File: config.mk
export PLATFORM = sky130hd
export DESIGN_NAME = abt_cell
export DESIGN_NICKNAME = d
export VERILOG_FILES = /design/src/hw/rtl/abt_pkg.sv /design/src/hw/rtl/abt_cell.sv
export SDC_FILE = /design/constraint.sdc
export NUM_CORES = 1
export LEC_CHECK = 0
export ABC_AREA = 0
export BUFFER_PORTS_ARGS = -buffer_cell sky130_fd_sc_hd__buf_2
export CORE_MARGIN = 8
export CORE_UTILIZATION = 46
export CTS_BUF_LIST = sky130_fd_sc_hd__clkbuf_8
export CTS_CLUSTER_DIAMETER = 80
export DETAILED_ROUTE_END_ITERATION = 8
export HOLD_SLACK_MARGIN = 0.06
export PLACE_DENSITY = 0.82
export SETUP_SLACK_MARGIN = 0.2
export SYNTH_ARGS = -nofsm -noshare
export SYNTH_HDL_FRONTEND = slang
export SYNTH_SLANG_ARGS = --single-unit
export TNS_END_PERCENT = 1
File: constraint.sdc
create_clock -name clk -period 2.6 [get_ports clk]
set_input_delay 0.52 -clock clk [delete_from_list [all_inputs] [get_ports clk]]
set_output_delay 0.52 -clock clk [all_outputs]
set_load 0.05 [all_outputs]
File: src/hw/rtl/abt_pkg.sv
// Shared types and constants for the address breakpoint table.
package abt_pkg;

  localparam int SLOTS = 64;
  localparam int IDX_W = (SLOTS > 1) ? $clog2(SLOTS) : 1;
  localparam int CNT_W = $clog2(SLOTS + 1);

  localparam logic [2:0] OP_LOOKUP = 3'd0;
  localparam logic [2:0] OP_ADD    = 3'd1;
  localparam logic [2:0] OP_DELETE = 3'd2;
  localparam logic [2:0] OP_CLEAR  = 3'd3;
  localparam logic [2:0] OP_COUNT  = 3'd4;

  localparam logic [1:0] ST_OK       = 2'd0;
  localparam logic [1:0] ST_EXISTS   = 2'd1;
  localparam logic [1:0] ST_FULL     = 2'd2;
  localparam logic [1:0] ST_NOTFOUND = 2'd3;

  typedef struct packed {
    logic [2:0]  opcode;
    logic [31:0] address;
    logic [7:0]  handler_tag;
  } req_t;

  typedef struct packed {
    logic [1:0] status;
    logic       hit;
    logic [5:0] slot_index;
    logic [7:0] hit_tag;
    logic [6:0] active_count;
  } rsp_t;

  // Request as it travels down the row of slots, with what it has found so far.
  typedef struct packed {
    logic             valid;
    logic [2:0]       opcode;
    logic [31:0]      address;
    logic [7:0]       handler_tag;
    logic             found;
    logic             placed;
    logic [IDX_W-1:0] idx;
    logic [7:0]       htag;
  } carry_t;

endpackage

File: src/hw/rtl/abt_cell.sv
// One breakpoint slot: holds address, tag, active and used bits, passes the request on.
module abt_cell (
  input  logic                     clk,
  input  logic                     rst_n,
  input  logic [abt_pkg::IDX_W-1:0] slot_id,
  input  abt_pkg::carry_t          carry_in,
  output abt_pkg::carry_t          carry_out
);

  logic [31:0]     addr_r;
  logic [7:0]      tag_r;
  logic            active_r, active_nxt;
  logic            used_r, used_nxt;
  logic            wr_en;
  logic            match;
  abt_pkg::carry_t carry_r, carry_nxt;

  assign match = active_r && (addr_r == carry_in.address) && !carry_in.found;

  always_comb begin
    carry_nxt  = carry_in;
    active_nxt = active_r;
    used_nxt   = used_r;
    wr_en      = 1'b0;
    if (carry_in.valid) begin
      case (carry_in.opcode)
        abt_pkg::OP_LOOKUP: begin
          if (match) begin
            carry_nxt.found = 1'b1;
            carry_nxt.idx   = slot_id;
            carry_nxt.htag  = tag_r;
          end
        end
        abt_pkg::OP_ADD: begin
          if (match) begin
            carry_nxt.found = 1'b1;
          end else if (!used_r && !carry_in.placed && !carry_in.found) begin
            wr_en            = 1'b1;
            active_nxt       = 1'b1;
            used_nxt         = 1'b1;
            carry_nxt.placed = 1'b1;
            carry_nxt.idx    = slot_id;
          end
        end
        abt_pkg::OP_DELETE: begin
          if (match) begin
            carry_nxt.found = 1'b1;
            active_nxt      = 1'b0;
          end
        end
        abt_pkg::OP_CLEAR: begin
          active_nxt = 1'b0;
          used_nxt   = 1'b0;
        end
        default: begin
        end
      endcase
    end
  end

  always_ff @(posedge clk) begin
    if (!rst_n) begin
      active_r <= 1'b0;
      used_r   <= 1'b0;
      carry_r  <= '0;
    end else begin
      active_r <= active_nxt;
      used_r   <= used_nxt;
      carry_r  <= carry_nxt;
    end
  end

  always_ff @(posedge clk) begin
    if (wr_en) begin
      addr_r <= carry_in.address;
      tag_r  <= carry_in.handler_tag;
    end
  end

  assign carry_out = carry_r;

endmodule

==> flow_metrics.tcl <==
set metrics [dict create \
    fin_area_mm2 0.00467 \
    via_per_inst 4.74 \
    drive_gt1_frac 0.403 \
    synth_cells 268 \
    synth_seq_cells 102 \
    dpl_cell_area_mm2 0.00443 \
    period_share 0.892 \
    syn_nets 336 \
    ff2ff_path_depth 9 \
    drtPass1Iterations 4 \
    synth_top_area_share 0.343 \
    numCtsBuffers 9 \
    reg2reg_from "addr_r[12]$_DFFE_PP_" \
    cp-endpoint "carry_out[12]$_SDFF_PN0_" \
    worstPathCellList "xor2_1, nor4_2, nand4_1, buf_4, nor4_4, buf_6, mux2_4, a21boi_2, a31oi_1" \
    cp.required_ns 2.85 \
    detailed_place_hpwl_um 6040 \
    cp-end-kind "register" \
    dieWidth_um 105 \
    hold_ws_ns 0.351 \
    cts.clk_slew.worst_paths_ns 0.10 \
    multi_input_area_mm2 0.00119 \
    layoutNonFillerInstCount 514 \
    synthSimpleGateAreaFrac 0.152 \
    ys.warnings.count 0 \
    synth_area_mm2 0.00362 \
    fillers 644 \
    utilization 0.608 \
    chipHeight_um 105 \
    synth_top_family_by_area "simple AND/OR/NAND/NOR gates" \
    setup_tns_ns 0 \
    maxCapViolations 0 \
    critPathArrivalTime_ns 2.57 \
    dp_slack_ns -0.0410 \
    start_util 0.471 \
    antenna_found_initial 1 \
    drt_wl_total_um 7910 \
    synth-compound-area-share 0.0429 \
    via_count 2435 \
    relSlewSlack 0.623 \
    setup_ws_ns 0.281 \
    drv_slew 0 \
    finalSetupViolCount 0 \
    grt_pass1_vias 2621 \
    synth-xor-area-share 0.0775 \
    ir_drop_v 0.000387 \
    grt_max_degree 35 \
    worstPathMaxFanout 7 \
    rr_endpoint "carry_out[12]$_SDFF_PN0_" \
    slowest_delay_ns 0.39 \
    hold_path_class "primary input to register" \
    powerDensity_mw_per_mm2 656 \
    final_cell_mix "buf_2, dfxtp_1, and2_1" \
    p_leak_nw 2.08 \
    clock-sinks 102 \
    final_common_cell "buf_2" \
    p_total_mw 3.07 \
    ys_types 31 \
    coreArea_mm2 0.00769 \
    seqCellArea_mm2 0.00244 \
    layout.nets 475 \
    worst_slew_pin_slew_ns 0.563 \
    skew_ns 0.00979 \
    r2r_setup_slack_ns 0.28 \
    rsz0062_at_grt "yes" \
    drc 0 \
    fin_crit_ns 2.32 \
    cts-htree-levels 3 \
    dp_cells 497 \
    synth_top_area_cell "dfxtp_1" \
    area_delta_synth_final_pct 29.2 \
    antenna_cells 0 \
    grt_remaining_overflow 0 \
    cp_slowest_cell "edfxtp_1" \
    finalHoldViolations 0 \
    grt_usage 0.144 \
    dieArea_mm2 0.0110 \
    grt_first_pass_wirelength_um 12800 \
    gp_congestion 0.744 \
    core.rowCount 32 \
    crit_type "register to register" \
    synthTopCellsByArea "dfxtp_1, edfxtp_1, and2_1, xor2_1, mux2i_1" \
    clk_latency_ns 0.35 \
    synth_adder_area_share 0 \
    clk_path_buf_depth 2 \
    synthMuxAreaShare 0.0432 \
    holdBufCountCts 0 \
    wl_per_cell_um 15.4 \
    avgSynthCellArea_um2 13.5 \
    drt_iter0_markers 64 \
    clockRootBuffer "clkbuf_8" \
    crit_path_start "addr_r[12]$_DFFE_PP_" \
    cts_tree "yes" \
    port_buffers 127 \
    outcome "finished clean" \
    crit_path_start_kind "register" \
    seq_area_frac_synth 0.675 \
    clock.fmax_mhz 431 \
    antenna_left 0 \
    io_pins 128 \
]
power breakdown:
part / total [mW] / switching (mW) / internal (mW)
logic: 0.425 / 0.296 / 0.129
clock network: 0.911 / 0.551 / 0.360
registers: 1.73 / 0.0141 / 1.72
total: 3.07 / 0.861 / 2.20
how the worst min path moves through the flow:
| stage | start | end | slack (ns) | cells after the start |
|---|---|---|---|---|
| after floorplan | active_r$_SDFFE_PN0P_ | active_r$_SDFFE_PN0P_ | 0.47 | 1 |
| after global placement | tag_r[3]$_DFFE_PP_ | carry_out[3]$_SDFF_PN0_ | 0.48 | 2 |
| after detailed placement | active_r$_SDFFE_PN0P_ | active_r$_SDFFE_PN0P_ | 0.49 | 1 |
| after CTS | carry_in[16] | tag_r[0]$_DFFE_PP_ | 0.34 | 1 |
| after global routing | carry_in[18] | tag_r[2]$_DFFE_PP_ | 0.33 | 1 |
| final | carry_in[16] | tag_r[0]$_DFFE_PP_ | 0.35 | 1 |
worst max-delay path: cells and delay by family (launching register included):
| family | cells | cell delay [ns] |
|---|---|---|
| buffers and inverters | 2 | 0.36 |
| AOI/OAI and AO/OA | 2 | 0.24 |
| xor gates and xnor gates | 1 | 0.17 |
| muxes | 1 | 0.31 |
| DFF | 1 | 0.39 |
| and+or+nand+nor | 3 | 0.75 |
final cells by class:
type,instances,share of cell area
clock inverter,7,0.0126
tap,102,0.0273
clock buffer,9,0.0265
timing repair buffer,137,0.156
sequential,102,0.523
multi-input combinational,157,0.255
per-layer routing:
metal / routed length [um] / track usage / up-vias / share of wire
met2: 4050 / 0.246 / 74 / 0.51
li1: - / - / 1206 / -
met1: 3200 / 0.156 / 1141 / 0.40
met5: 8 / 0 / - / 0.0010
met4: 154 / 0.0581 / 2 / 0.019
met3: 496 / 0.0559 / 12 / 0.063
cell families after synthesis:
family                 count (synthesis)
buffers and inverters                  9
AO/OA/AOI/OAI                         23
XOR/XNOR                              32
multiplexers                          15
flip-flops                           102
AND/OR/NAND/NOR                       87
cells in the mapped netlist (all sizes together):
cell,n
a31oi,5
buf,1
clkbuf,8
nand2,2
o2bb2ai,1
nand2b,1
mux2,5
nand3b,5
nor2b,10
nor3b,1
mux2i,10
nor2,1
xnor2,1
dfxtp,62
a21o,1
nand4,1
nor4,9
nand3,9
o21ai,5
nor3,3
o211a,2
a21boi,5
a21oi,2
o21a,1
and3,1
o211ai,1
and2,44
xor2,31
edfxtp,40
state kept, by name, indices dropped and copies added, names as in the netlist:
register	count
tag_r	8
addr_r	32
active_r	1
carry_out	60
used_r	1
timing repair:
item	CTS	global route
setup endpoints to repair	0	57
resized for setup	0	12
buffers inserted	0	1
Note: power is estimated with default switching activity, not from simulation.
