--- src/hw/rtl/abt_pkg.sv ---
// Shared types and constants for the address breakpoint table.
package abt_pkg;

  localparam int SLOTS = 64;
  localparam int IDX_W = (SLOTS > 1) ? $clog2(SLOTS) : 1;
  localparam int CNT_W = $clog2(SLOTS + 1);

  localparam logic [2:0] OP_LOOKUP = 3'd0;
  localparam logic [2:0] OP_ADD    = 3'd1;
  localparam logic [2:0] OP_DELETE = 3'd2;
  localparam logic [2:0] OP_CLEAR  = 3'd3;
  localparam logic [2:0] OP_COUNT  = 3'd4;

  localparam logic [1:0] ST_OK       = 2'd0;
  localparam logic [1:0] ST_EXISTS   = 2'd1;
  localparam logic [1:0] ST_FULL     = 2'd2;
  localparam logic [1:0] ST_NOTFOUND = 2'd3;

  typedef struct packed {
    logic [2:0]  opcode;
    logic [31:0] address;
    logic [7:0]  handler_tag;
  } req_t;

  typedef struct packed {
    logic [1:0] status;
    logic       hit;
    logic [5:0] slot_index;
    logic [7:0] hit_tag;
    logic [6:0] active_count;
  } rsp_t;

  // Request as it travels down the row of slots, with what it has found so far.
  typedef struct packed {
    logic             valid;
    logic [2:0]       opcode;
    logic [31:0]      address;
    logic [7:0]       handler_tag;
    logic             found;
    logic             placed;
    logic [IDX_W-1:0] idx;
    logic [7:0]       htag;
  } carry_t;

endpackage

--- src/hw/rtl/abt_ctrl.sv ---
// Request intake, result formation, active count and output buffering.
module abt_ctrl (
  input  logic            clk,
  input  logic            rst_n,
  input  logic            in_valid,
  output logic            in_ready,
  input  abt_pkg::req_t   in_req,
  output logic            out_valid,
  input  logic            out_ready,
  output abt_pkg::rsp_t   out_rsp,
  output abt_pkg::carry_t head,
  input  abt_pkg::carry_t tail
);

  abt_pkg::carry_t           head_r;
  logic                      busy_r;
  logic [abt_pkg::CNT_W-1:0] cnt_r, cnt_nxt;
  abt_pkg::rsp_t             out_r, hold_r, rsp;
  logic                      out_v_r, hold_v_r;
  logic                      accept;

  assign in_ready = !busy_r && !hold_v_r;
  assign accept   = in_valid && in_ready;

  always_comb begin
    rsp            = '0;
    cnt_nxt        = cnt_r;
    case (tail.opcode)
      abt_pkg::OP_LOOKUP: begin
        if (tail.found) begin
          rsp.hit        = 1'b1;
          rsp.slot_index = 6'(tail.idx);
          rsp.hit_tag    = tail.htag;
        end else begin
          rsp.status = abt_pkg::ST_NOTFOUND;
        end
      end
      abt_pkg::OP_ADD: begin
        if (tail.found) begin
          rsp.status = abt_pkg::ST_EXISTS;
        end else if (!tail.placed) begin
          rsp.status = abt_pkg::ST_FULL;
        end else begin
          rsp.slot_index = 6'(tail.idx);
          cnt_nxt        = cnt_r + abt_pkg::CNT_W'(1);
        end
      end
      abt_pkg::OP_DELETE: begin
        if (tail.found) begin
          cnt_nxt = cnt_r - abt_pkg::CNT_W'(1);
        end else begin
          rsp.status = abt_pkg::ST_NOTFOUND;
        end
      end
      abt_pkg::OP_CLEAR: begin
        cnt_nxt = '0;
      end
      default: begin
      end
    endcase
    rsp.active_count = 7'(cnt_nxt);
  end

  always_ff @(posedge clk) begin
    if (!rst_n) begin
      head_r   <= '0;
      busy_r   <= 1'b0;
      cnt_r    <= '0;
      out_v_r  <= 1'b0;
      hold_v_r <= 1'b0;
    end else begin
      head_r.valid <= accept;
      if (accept) begin
        head_r.opcode      <= in_req.opcode;
        head_r.address     <= in_req.address;
        head_r.handler_tag <= in_req.handler_tag;
        head_r.found       <= 1'b0;
        head_r.placed      <= 1'b0;
        head_r.idx         <= '0;
        head_r.htag        <= '0;
        busy_r             <= 1'b1;
      end
      if (tail.valid) begin
        busy_r <= 1'b0;
        cnt_r  <= cnt_nxt;
        if (!out_v_r || out_ready) begin
          out_r   <= rsp;
          out_v_r <= 1'b1;
        end else begin
          hold_r   <= rsp;
          hold_v_r <= 1'b1;
        end
      end else if (out_v_r && out_ready) begin
        if (hold_v_r) begin
          out_r    <= hold_r;
          hold_v_r <= 1'b0;
        end else begin
          out_v_r <= 1'b0;
        end
      end
    end
  end

  assign head      = head_r;
  assign out_valid = out_v_r;
  assign out_rsp   = out_r;

endmodule

--- config.mk ---
export PLATFORM = sky130hd
export DESIGN_NAME = abt_ctrl
export DESIGN_NICKNAME = d
export VERILOG_FILES = /design/src/hw/rtl/abt_pkg.sv /design/src/hw/rtl/abt_ctrl.sv
export SDC_FILE = /design/constraint.sdc
export NUM_CORES = 1
export LEC_CHECK = 0
export BUFFER_PORTS_ARGS = -buffer_cell sky130_fd_sc_hd__buf_2
export CAP_MARGIN = 20
export CORE_MARGIN = 2
export CORE_UTILIZATION = 49
export CTS_BUF_LIST = sky130_fd_sc_hd__clkbuf_4
export CTS_CLUSTER_DIAMETER = 80
export DETAILED_ROUTE_END_ITERATION = 10
export PLACE_DENSITY = 0.86
export SLEW_MARGIN = 15
export SYNTH_ARGS = -nofsm -noshare
export SYNTH_HDL_FRONTEND = slang
export SYNTH_SLANG_ARGS = --single-unit
--- constraint.sdc ---
create_clock -name clk -period 4.5 [get_ports clk]
set_input_delay 1.35 -clock clk [delete_from_list [all_inputs] [get_ports clk]]
set_output_delay 1.35 -clock clk [all_outputs]
set_load 0.02 [all_outputs]
==> out/qor.csv <==
metric,value,unit
outcome,"finished, final reports clean",
RSZ-0062 raised after global routing,false,
Switching Fraction,29.1,%
"EDFF count, synth",48,
Hold Path Sink,head[45],
Clk pwr share,25.5,%
RR Startpoint,cnt_r[0],
vias in the first global route,3350,
hold path depth,2,
ys flop type,dfxtp_1,
internal cell power,0.00123,W
first-pass GRT wire length,15700,microns
initial antenna violation count,0,
Die Ht,98.3,microns
worst hold-check path type,reg2reg,
crit path DAT,1260,ps
footprint of the multi-input gates,0.00164,sq mm
starting density of the core,50.2,%
Worst Skew,22.0,ps
cell count after placement,654,
Skew-Pair Late Insertion Delay,440,ps
Post-CTS Repair Setup Buffers,0,
GRT Overall Usage,19.8,%
Slew HR,47.8,%
Final Slew Violations,0,
vias per cell,5.28,
Final period util,57.9,%
worst-path maximum fanout,5,
R2R setup slack,2500,ps
IO Pins,193,
CTS tree,yes,
f_max,384,MHz
Setup crit end kind,output port,
sequential cell area,0.00252,sq mm
sequential share of power,59.3,%
CP Class,reg2out,
Syn Inst Count,433,
maximum VDD drop,0.184,mV
Detailed Route WL,9570,microns
FP Rows,34,
P&R area growth vs syn,18.9,%
via count,3539,
TritonCTS buffer count,9,
Worst EP required,3150,ps
most frequent cells in the layout,"buf_2, nand2_1, a21oi_1, dfxtp_1, edfxtp_1",
DRT Pass-1 Iters,4,
clock-pin slew on the worst setup and hold paths,170,ps
combinational cell fraction of total power,15.2,%
minimum clock period,2610,ps
Post-Layout Cell Count,670,
clock buffer depth,2,
register area share after synthesis,57.8,%
hold-fix buffers at CTS,0,
cell taking the most area after synthesis,edfxtp_1,
H-tree Lvls,3,
CTS sink count,102,
Avg Inst Size Synth,10.1,sq um
Max-Cap Viols,0,
Switch Pwr,0.000508,W
Initial DRC Count,123,
gpl congestion,0.908,
"antenna viol nets, final",0,
Die X,98.3,microns
reg2reg path depth,5,
NumNets Final,666,
CTS resizes,0,
"top cells by area, synth","edfxtp_1, dfxtp_1, nand2_1",
Final setup viols,0,
number of library cell types mapped by synthesis,54,
actual slew at the worst max-slew pin,782,ps
hpwl dp,6720,microns
leakage,2.28,nW
Remaining DRCs,0,
Worst setup SP type,flip-flop,
hold_sp,head[45],
largest net degree at the start of global routing,50,
PwrDens,336,mW/mm^2
filler cell count,767,
I/O Buffers,136,
ratio of cells with drive above 1 in the final layout,32.7,%
total congestion overflow,0,
final hold violation count,0,
setup tns final,0,ps
Synth warnings,0,
die area,0.00967,sq mm
wire per inst,14.3,microns
CTS root buffer,clkbuf_4,
Fin Hold WS,465,ps
fraction of registers with async set/reset,0,%
Yosys reg bits,102,
Mapped Area,0.00436,sq mm
R2R Path End,out_rsp[4],
ant diodes,0,
"leading cell type in the layout, fill and taps excluded",buf_2,
Synth top area share,33.1,%
core area,0.00868,sq mm
## power by group through the flow
stage / registers [W] / clock network, W / logic, W
6_report: 0.00103 / 0.000445 / 0.000264
2_1_floorplan: 0.00110 / 0 / 0.000136
3_3_place_gp: 0.00105 / 0 / 0.000258
4_1_cts: 0.00103 / 0.000458 / 0.000265
3_5_place_dp: 0.00105 / 0 / 0.000265
5_1_grt: 0.00104 / 0.000496 / 0.000290
## worst max-delay path, cell delays in order, from the launching register on
cell and delay [ps]:
dfxtp_1 380, nor2_1 210, buf_2 220
## final cells by class
class	count	area share (%)
multi-input cells	292	31.6
clock inverters	6	1.04
repair buffers	142	14.0
inverters	10	0.724
clock buffers	10	1.45
well taps	108	2.61
flip-flops and latches	102	48.6
## flip-flops by register name, indices dropped and copies added, names as in the netlist
signal	flops
out_rsp	24
cnt_r	7
busy_r	1
hold_r	24
hold_v_r	1
out_valid	1
head	44
## per-layer routing
metal | GRT usage, % | up-vias | wire (microns)
met4 | 8.22 | 0 | 146
li1 | - | 1729 | -
met5 | 0 | - | 0
met3 | 5.08 | 13 | 734
met1 | 24.0 | 1653 | 4050
met2 | 33.5 | 144 | 4640
## cell families (layout without fill, tap and decap cells)
family                     count (synthesis)  after routing  synth area share, %
AOI/OAI and AO/OA                         93             93                 13.1
adders and majority gates                  2              2                0.574
buffers and inverters                     54            168                 6.08
DFF                                      102            102                 57.8
muxes                                     14             14                 3.53
other                                      1             16               0.0860
and+or+nand+nor                          167            167                 18.7
## worst max path at each step
stage	start	end	slack (ps)	cells after the start
after global routing	hold_v_r	in_ready	1740	2
after CTS	hold_v_r	in_ready	1880	2
after floorplan	tail[59]	out_rsp[0]	380	4
after detailed placement	tail[15]	out_rsp[5]	1480	5
final	hold_v_r	in_ready	1890	2
after global placement	tail[15]	out_rsp[5]	1490	5
## Yosys cell counts, drive strengths merged, types with 2 or more instances
library cell and n:
nand2 95, a21oi 54, dfxtp 54, edfxtp 48, clkbuf 25, buf 19, and2 18, nor2 15
mux2 11, nor2b 10, inv 9, a31o 7, o21ai 7, nor3 6, a211oi 3, a31oi 3
mux2i 3, nor4b 3, o31ai 3, and3 2, and4 2, ha 2, nand2b 2, nand3b 2
nand4b 2, nor3b 2, o211a 2, o211ai 2
## metrics by stage
step	setup WS (ps)	area, sq um	power (W)	util, %
6_report	1890	5190	0.00174	59.8
5_1_grt	1740	5190	0.00183	59.8
4_1_cts	1880	5180	0.00176	59.7
3_5_place_dp	1480	5050	0.00132	58.2
3_3_place_gp	1490	5050	0.00131	58.2
2_1_floorplan	377	4420	0.00123	-
Note: power is estimated with default switching activity, not from simulation.
